### src/cfm_pkg.sv
`timescale 1ns / 1ps
// ----------------------------------------------------------------------------
// cfm_pkg
// Shared types and constants of the CAN frame change monitor.
// ----------------------------------------------------------------------------
package cfm_pkg;

    localparam int ID_W       = 11;
    localparam int LEN_W      = 4;
    localparam int PAY_W      = 64;
    localparam int CNT_W      = 32;
    localparam int THR_W      = 16;
    localparam int NOTICE_W   = 8;
    localparam int MODE_W     = 3;
    localparam int OP_W       = 2;
    localparam int CFG_IDX_W  = 3;
    localparam int CFG_DATA_W = 16;
    localparam int BYTE_W     = 8;

    // per-ID flag word
    localparam int FLAG_W    = 3;
    localparam int FLAG_SEEN = 0;
    localparam int FLAG_MASK = 1;
    localparam int FLAG_BASE = 2;

    typedef enum logic [OP_W-1:0] {
        OP_FRAME    = 2'd0,
        OP_MASK     = 2'd1,
        OP_BASELINE = 2'd2,
        OP_IGNORED  = 2'd3
    } op_t;

    typedef enum logic [MODE_W-1:0] {
        MD_MONITOR = 3'd0,
        MD_DELTA   = 3'd1,
        MD_DECODE  = 3'd2,
        MD_STATS   = 3'd3,
        MD_SILENT  = 3'd4,
        MD_HUNT    = 3'd5
    } mode_t;

    typedef enum logic [CFG_IDX_W-1:0] {
        REG_MODE        = 3'd0,
        REG_LOG_ENABLE  = 3'd1,
        REG_FILTER_ON   = 3'd2,
        REG_FILTER_VAL  = 3'd3,
        REG_PAUSED      = 3'd4,
        REG_NOISE_ON    = 3'd5,
        REG_QUIET       = 3'd6,
        REG_THRESHOLD   = 3'd7
    } cfg_reg_t;

    localparam logic [MODE_W-1:0] MODE_RESET      = MD_DELTA;
    localparam logic [THR_W-1:0]  THRESHOLD_RESET = 16'd5;

    typedef enum logic [2:0] {
        ST_CLEAR,
        ST_IDLE,
        ST_READ,
        ST_CALC,
        ST_WRITE
    } state_t;

    typedef struct packed {
        logic [OP_W-1:0]  operation;
        logic [ID_W-1:0]  can_id;
        logic             is_remote;
        logic [LEN_W-1:0] length;
        logic [PAY_W-1:0] payload;
        logic             entry_enable;
    } req_t;

    typedef struct packed {
        logic                accepted;
        logic                to_log;
        logic                is_new;
        logic                differs;
        logic                report;
        logic                suppressed;
        logic [LEN_W-1:0]    old_length;
        logic [PAY_W-1:0]    old_payload;
        logic [PAY_W-1:0]    hunt_diff;
        logic [NOTICE_W-1:0] noisy_notice;
        logic [CNT_W-1:0]    frame_count;
    } rsp_t;

    typedef struct packed {
        logic clear_step;
        logic capture;
        logic calc;
        logic commit;
    } ctrl_cmd_t;

    typedef struct packed {
        logic clear_done;
        logic out_free;
    } ctrl_sts_t;

endpackage

### src/cfm_ctrl.sv
`timescale 1ns / 1ps
// ----------------------------------------------------------------------------
// cfm_ctrl
// Sequencer of the monitor: table clear after reset, then read, compute and
// write back of one item at a time.
// ----------------------------------------------------------------------------
module cfm_ctrl (
    input  logic               clk,
    input  logic               rst_n,
    input  logic               req_valid,
    output logic               req_ready,
    input  cfm_pkg::ctrl_sts_t sts,
    output cfm_pkg::ctrl_cmd_t cmd
);

    import cfm_pkg::*;

    state_t state_reg;
    state_t state_next;

    // state register
    always_ff @(posedge clk or negedge rst_n)
    begin
        if (!rst_n)
        begin
            state_reg <= ST_CLEAR;
        end
        else
        begin
            state_reg <= state_next;
        end
    end

    // next state and commands
    always_comb
    begin
        state_next = state_reg;
        cmd        = '0;
        req_ready  = 1'b0;
        unique case (state_reg)
            ST_CLEAR:
            begin
                cmd.clear_step = 1'b1;
                if (sts.clear_done)
                begin
                    state_next = ST_IDLE;
                end
            end
            ST_IDLE:
            begin
                req_ready = 1'b1;
                if (req_valid)
                begin
                    cmd.capture = 1'b1;
                    state_next  = ST_READ;
                end
            end
            ST_READ:
            begin
                state_next = ST_CALC;
            end
            ST_CALC:
            begin
                cmd.calc   = 1'b1;
                state_next = ST_WRITE;
            end
            ST_WRITE:
            begin
                if (sts.out_free)
                begin
                    cmd.commit = 1'b1;
                    state_next = ST_IDLE;
                end
            end
            default:
            begin
                state_next = ST_CLEAR;
            end
        endcase
    end

endmodule

### config.mk
export PLATFORM = sky130hd
export DESIGN_NAME = cfm_ctrl
export DESIGN_NICKNAME = d
export VERILOG_FILES = /design/src/cfm_pkg.sv /design/src/cfm_ctrl.sv
export SDC_FILE = /design/constraint.sdc
export NUM_CORES = 1
export LEC_CHECK = 0
export ABC_AREA = 1
export ABC_CLOCK_PERIOD_IN_PS = 1100
export BUFFER_PORTS_ARGS = -buffer_cell sky130_fd_sc_hd__buf_2
export CAP_MARGIN = 5
export CORE_AREA = 2 2 39 41
export CTS_BUF_LIST = sky130_fd_sc_hd__clkbuf_8
export CTS_CLUSTER_DIAMETER = 40
export DETAILED_ROUTE_END_ITERATION = 10
export DIE_AREA = 0 0 41 43
export PLACE_DENSITY_LB_ADDON = 0.25
export RECOVER_POWER = 100
export SYNTH_ARGS = -nofsm -noshare
export SYNTH_HDL_FRONTEND = slang
export SYNTH_SLANG_ARGS = --single-unit
### constraint.sdc
create_clock -name clk -period 1.1 [get_ports clk]
set_clock_uncertainty 0.05 [all_clocks]
set_input_delay 0.11 -clock clk [delete_from_list [all_inputs] [get_ports clk]]
set_output_delay 0.11 -clock clk [all_outputs]
set_load 0.01 [all_outputs]
# == Word level (Yosys, flattened, before mapping) ==
# Index checks and enable logic that the tools add are counted.
# op_classes
n_eq_ne,7
muxes,11
n_reduce_logical,2
# ops
op,count
3-bit case mux with 5 select lines,1
3-bit 2-to-1 mux,3
1-bit 2-to-1 mux,7
3-bit by 2-bit == test with 1-bit output (second input constant),2
2-bit != test (second input constant),3
3-bit by 1-bit == test with 1-bit output (second input constant),1
3-bit == test (second input constant),1
3-bit zero test,1
3-bit AND reduction,1
# totals
regBits,3
output_inout_bits,5
elab_cells,21

# == Longest topological paths before layout ==
# Gate-level depths: netlist (run 1).
# depth
ltp_word,3
ltp_mapped,5
depth_no_buf,5

# == Least setup slack after synthesis (run 1) ==
# OpenSTA, ideal clock, no wires.
# synth_path
kind,register -> output
from,reg state_reg[1]
to,out cmd[0] (netlist bit)
t_arrival_ps,900
t_required_ps,940
slack_ps,40
path_stages_with_launch,4
cell_sequence,dfrtp_1 > nor2_1 > inv_1 > nor3_1
# synth_rtl
element,line_no,rtl
"start, declared",cfm_ctrl.sv:18,state_t state_reg;
"start signal, assigned",cfm_ctrl.sv:30,state_reg <= state_next;
"end, declared",cfm_ctrl.sv:13,output cfm_pkg::ctrl_cmd_t cmd

# == Final worst setup path (run 1) ==
# layout_path
from,reg state_reg[1]
to,reg state_reg[1]
# layout_via
elab_chain_len,3
# layout_rtl
element,line_no,rtl
"3-bit == test, or another cell as far along",cfm_ctrl.sv:40,unique case (state_reg)
2-bit != test (no line),n/a,
3-bit AND reduction (no line),n/a,
# Several ways; a longest one is shown, not always the timed one.
# A chain may end at the register's enable or synchronous reset.

==> qor.txt, run 1 <==
result of the run - finished with violations
violated checks - setup timing
worst setup timing slack at the placement stage - -0.0165 ns
global-route total usage across every layer - 7.54%
average detailed-routed wire length per instance - 9.36 um
worst stage delay on the critical path - 0.39 ns
reg-to-reg slack, setup - -0.14 ns
Die Width - 41 um
met1 demand-to-capacity share in global routing - 8.71%
path type of the worst min-delay path - in -> async
RSZ-0062 raised after global routing - yes
met2 Track Usage GR - 11.3%
post-synth design cell area - 189 um^2
cell chain of the critical path - nor2_2 -> inv_2 -> buf_4 -> buf_6 -> buf_4 -> nand3_1 -> nor2_1
Hold Slack - 0.193 ns
Rows - 14
CP arrival - 1.29 ns
remaining number of nets flagged by the antenna check after routing - 0
most common cell after layout, fill and taps aside - sky130_fd_sc_hd__buf_2
DRT Pass-1 Iters - 2
max FFs per register - 3
Yosys reg bits - 3
total wire length after detailed routing - 618 um
number of antenna violations at the first check in global routing - 0
HPWL Detailed - 365 um
clock latency on the worst-skew pair - 0.21 ns
number of buffers added on ports - 9
top library cells by usage in the layout, fill and taps aside - sky130_fd_sc_hd__buf_2, sky130_fd_sc_hd__inv_1, sky130_fd_sc_hd__buf_4, sky130_fd_sc_hd__inv_2
share of the core filled with cells - 30.5%
highest ir drop seen on vdd - 1160 uV
vias in the first global route - 244
Top Ports - 10
DIE HEIGHT - 43 um
pin count of the biggest net entering global routing - 7
fmax - 805 MHz
crit path time final - 1.24 ns
final worst-path setup slack - -0.142 ns
antenna diode instance count - 0
final worst path period share - 113%
layer with the highest usage after global routing - met2
Avg Inst Size Synth - 6.51 um^2
Crit Path Max Fanout - 3
# Max-Cap Violations - 0
number of CTS-inserted buffers - 3
total power per unit cell area - 3360 mW/mm^2
wire length of the first global-routing pass - 903 um
DR DRC count - 0
total grt overflow - 0
Clock Sinks - 3
Seq/Total Area, Yosys - 39.7%
Total Die Area - 0.00176 mm^2
Hold Fails Final Rpt - 0
First DRT Iteration DRCs - 6
final-report setup violation count - 7
slowest library cell on the worst path - sky130_fd_sc_hd__dfrtp_1
startpoint type of the worst setup path - register
routability congestion estimate from global placement - 0.712
cell at the root of the clock tree - sky130_fd_sc_hd__clkbuf_8
clock transition at the registers of the reported paths - 0.03 ns
mean number of vias per cell - 3.83
layout cells sized above 1 - 68.0%
area added between synthesis and finish - 123%
critical path required time - 1.15 ns
area of the core - 0.00138 mm^2
P_leak - 0.227 nW
count of different cell masters after synthesis - 10
worst relative slew slack - 83.9%
Worst Setup Path Type - reg -> reg
TritonCTS clock tree - built
count of pins over their slew limit - 0
final total power - 1.42 mW
count of warnings emitted by yosys - 0
starting utilization of the core area - 13.7%
met3 demand-to-capacity share in global routing - 1.57%
Setup crit end kind - register
number of vias after detailed routing - 253
number of levels the H-tree was split into - 1
number of nets in the finished design - 56
total nets after synthesis - 34
number of buffers on the longest clock path - 2
Top cell by count, worst path - sky130_fd_sc_hd__buf_4
worst-margin pin slew - 0.239 ns
Cells after Synth - 29
cell type report:
type | count | area [um^2]
inverter | 8 | 30.0
clock inverter | 1 | 3.75
multi-input combinational | 18 | 130
clock buffer | 3 | 41.3
tap | 16 | 20.0
timing repair buffer | 17 | 120
sequential | 3 | 76.3
fill | 156 | 962
synth_stat cells:
cell type / count / share of area [%]
sky130_fd_sc_hd__inv_1: 7 / 14
sky130_fd_sc_hd__nand3_2: 1 / 5.3
sky130_fd_sc_hd__nand2_1: 3 / 6.0
sky130_fd_sc_hd__o21ai_0: 2 / 5.3
sky130_fd_sc_hd__dfrtp_1: 3 / 40
sky130_fd_sc_hd__nand3_1: 4 / 11
sky130_fd_sc_hd__a21oi_1: 1 / 2.6
sky130_fd_sc_hd__nor2_1: 6 / 12
sky130_fd_sc_hd__nor3_1: 1 / 2.6
sky130_fd_sc_hd__inv_2: 1 / 2.0
kinds of logic after synthesis:
group | count (synthesis) | share of synthesized area, %
simple gates | 15 | 36.4
buf+inv | 8 | 15.9
flops | 3 | 39.7
compound gates | 3 | 7.94
critical path: cells and delay by family, from the launching register on:
| family | cells | cell delay, ns |
|---|---|---|
| flip-flops | 1 | 0.39 |
| buffers and inverters | 4 | 0.43 |
| AND/OR/NAND/NOR | 3 | 0.26 |
per-layer routing:
layer  wire [um]  part of all wire, %  vias up
met2         360                   58        4
li1            -                    -      129
met5           0                    0        -
met3          14                  2.3        0
met4           0                    0        0
met1         243                   39      120
what timing repair did:
item                                    4_1_cts  5_1_grt
pin swaps                                     4        1
gates resized for setup                       5       14
setup buffers                                 3        3
endpoints found under the setup margin        4        8
gates cloned                                  0        0
endpoints found under the hold margin         3        0
hold buffers                                  1        0
through the flow:
stage          setup TNS, ns  instances  area, um^2
2_1_floorplan              0         29         189
3_3_place_gp         -0.0150         56         269
3_5_place_dp         -0.0165         56         269
4_1_cts               -0.647         64         358
5_1_grt               -0.986         66         422
6_report              -0.596         66         422
final timing paths:
| path | start | end | cells past startpoint |
|---|---|---|---|
| max reg2reg | state_reg[1] | state_reg[1] | 7 |
| max | state_reg[1] | state_reg[1] | 7 |
| max in group asynchronous | rst_n | state_reg[2] | 2 |
| min in group clk | req_valid | state_reg[0] | 4 |
| min | rst_n | state_reg[1] | 2 |
| min reg2reg | state_reg[1] | state_reg[1] | 3 |
power breakdown:
group          leakage [nW]  switching (mW)  total (mW)  internal, mW
sequential           0.0362          0.0674       0.240         0.173
clock                0.0269          0.0688       0.306         0.237
combinational         0.164           0.430       0.869         0.439
total                 0.227           0.567        1.42         0.849
Note: power is estimated with default switching activity, not from simulation.
==> run 2: changes to the inputs <==
--- a/config.mk
+++ b/config.mk
@@ -10,7 +10,6 @@
 export BUFFER_PORTS_ARGS = -buffer_cell sky130_fd_sc_hd__buf_2
 export CAP_MARGIN = 5
 export CORE_AREA = 2 2 39 41
-export CTS_BUF_LIST = sky130_fd_sc_hd__clkbuf_8
 export CTS_CLUSTER_DIAMETER = 40
 export DETAILED_ROUTE_END_ITERATION = 10
 export DIE_AREA = 0 0 41 43
==> run 2 against run 1 <==
  * The run still ends with setup timing left
  * Critical endpoint is now cmd[0]
  * Register-to-register slack better by 0.03 ns
  * Critical path type is now reg -> out
  * Worst setup slack lost 0.011 ns
  * Sequential share of layout area grew 1.0 points
  * First-iteration DRC count fell by 83%
  * Total power down 9.1%
  * Flip-flop and latch count unchanged
  * Die area unchanged
==> qor.txt, run 2 (same netlist as run 1, synthesis figures left out) <==
RSZ-0062 raised after global routing - yes
most common cell after layout, fill and taps aside - sky130_fd_sc_hd__buf_2
Die Width - 41 um (unchanged)
number of vias after detailed routing - 259 (+2.4%)
DIE HEIGHT - 43 um (unchanged)
area of all placed cells without fillers - 399 um^2 (-5.3%)
CP arrival - 1.09 ns (-0.20 ns)
# Max-Cap Violations - 0 (unchanged)
total wire length after detailed routing - 582 um (-5.8%)
global-route total usage across every layer - 8.34% (+0.80 points)
number of levels the H-tree was split into - 1 (unchanged)
final worst path period share - 114% (+1.0 points)
HPWL Detailed - 365 um (unchanged)
number of antenna violations at the first check in global routing - 0 (unchanged)
Setup crit end kind - output port
Crit Path Max Fanout - 3 (unchanged)
critical path required time - 0.94 ns (-0.21 ns)
path type of the worst min-delay path - in -> async
final-report setup violation count - 7 (unchanged)
total grt overflow - 0 (unchanged)
violated checks - setup timing
worst-margin pin slew - 0.214 ns (-0.0252 ns)
number of buffers on the longest clock path - 2 (unchanged)
DR DRC count - 0 (unchanged)
Rows - 14 (unchanged)
result of the run - finished with violations
worst relative slew slack - 85.6% (+1.7 points)
total power per unit cell area - 3220 mW/mm^2 (-4.0%)
clock latency on the worst-skew pair - 0.24 ns (+0.03 ns)
top library cells by usage in the layout, fill and taps aside - sky130_fd_sc_hd__buf_2, sky130_fd_sc_hd__buf_4, sky130_fd_sc_hd__inv_2, sky130_fd_sc_hd__inv_1
remaining number of nets flagged by the antenna check after routing - 0 (unchanged)
Hold Slack - 0.159 ns (-0.0344 ns)
number of CTS-inserted buffers - 3 (unchanged)
Worst Setup Path Type - reg -> out
count of pins over their slew limit - 0 (unchanged)
P_leak - 0.217 nW (-4.6%)
Hold Fails Final Rpt - 0 (unchanged)
average detailed-routed wire length per instance - 8.82 um (-5.8%)
antenna diode instance count - 0 (unchanged)
fmax - 798 MHz (-0.90%)
number of nets in the finished design - 56 (unchanged)
routability congestion estimate from global placement - 0.712 (unchanged)
cell at the root of the clock tree - sky130_fd_sc_hd__clkbuf_4
pin count of the biggest net entering global routing - 6 (-1)
crit path time final - 1.25 ns (+0.0113 ns)
wire length of the first global-routing pass - 952 um (+5.4%)
Area after DPL - 269 um^2 (unchanged)
First DRT Iteration DRCs - 1 (-5)
max FFs per register - 3 (unchanged)
clock transition at the registers of the reported paths - 0.04 ns (about the same)
area of the core - 0.00138 mm^2 (unchanged)
vias in the first global route - 266 (+9.0%)
TritonCTS clock tree - built
startpoint type of the worst setup path - register
final worst-path setup slack - -0.153 ns (-0.0113 ns)
Clock Sinks - 3 (unchanged)
mean number of vias per cell - 3.92 (+2.4%)
area added between synthesis and finish - 111%
DRT Pass-1 Iters - 2 (unchanged)
layout cells sized above 1 - 70.0% (+2.0 points)
number of buffers added on ports - 9 (unchanged)
Top Ports - 10 (unchanged)
share of the core filled with cells - 28.8% (-1.6 points)
starting utilization of the core area - 13.7% (unchanged)
highest ir drop seen on vdd - 803 uV (-31%)
Total Die Area - 0.00176 mm^2 (unchanged)
-- run 2: cell count changes in the layout (fill, tap and decap cells not counted) --
cell,change
sky130_fd_sc_hd__o21ai_2,+1
sky130_fd_sc_hd__clkbuf_1,+1
sky130_fd_sc_hd__nand3_4,-1
sky130_fd_sc_hd__nand3_2,+1
sky130_fd_sc_hd__inv_1,-1
sky130_fd_sc_hd__clkbuf_8,-3
sky130_fd_sc_hd__o21ai_0,-1
sky130_fd_sc_hd__clkbuf_4,+3
-- run 2: worst paths after layout --
path	start	to	slack, ns	cells after the start
max in group asynchronous	rst_n	state_reg[2]	0.67	2
min in group clk	sts[0]	state_reg[2]	0.16	4
hold / removal	rst_n	state_reg[0]	0.16	2
setup reg to reg	state_reg[1]	state_reg[0]	-0.11	7
hold reg to reg	state_reg[1]	state_reg[2]	0.57	2
setup / recovery	state_reg[1]	cmd[0]	-0.15	4
-- run 2: critical path: stages, from the launching register on --
cell and delay, ns:
sky130_fd_sc_hd__dfrtp_1 0.39, sky130_fd_sc_hd__nor2_2 0.17, sky130_fd_sc_hd__inv_2 0.07, sky130_fd_sc_hd__nor3_2 0.09
sky130_fd_sc_hd__buf_2 0.14
-- run 2: layout make-up --
cell class	instances	area, um^2
Fill cell	150	985
Multi-Input combinational cell	18	126
Timing Repair Buffer	17	120
Sequential cell	3	76.3
Inverter	8	30.0
Clock buffer	4	26.3
Tap cell	16	20.0
-- run 2: routing by layer --
| metal | wire (um) | GRT usage (%) |
|---|---|---|
| met5 | 0 | 0 |
| met4 | 19 | 10.0 |
| met3 | 21 | 1.57 |
| met2 | 322 | 11.9 |
| met1 | 219 | 8.71 |
-- run 2: metrics by stage --
stage          cells  setup WS [ns]  total power, mW  TNS (ns)
6_report          66         -0.153             1.29    -0.789
3_3_place_gp      56        -0.0150            0.710   -0.0150
3_5_place_dp      56        -0.0165            0.707   -0.0165
4_1_cts           65         -0.162             1.13    -0.851
5_1_grt           66         -0.214             1.40     -1.20
2_1_floorplan     29         0.0405            0.507         0
-- run 2: power breakdown --
group / total [mW] / switching (mW) / internal (mW)
logic: 0.844 / 0.407 / 0.437
clock network: 0.202 / 0.0656 / 0.136
registers: 0.240 / 0.0678 / 0.172
total: 1.29 / 0.540 / 0.746
-- run 2: timing repair --
| item | in CTS | in global routing |
|---|---|---|
| pin swaps | 4 | 1 |
| setup buffers | 5 | 1 |
| setup endpoints to repair | 5 | 8 |
| resized for setup | 9 | 11 |
| hold endpoints to repair | 3 | 0 |
| hold buffers | 1 | 0 |
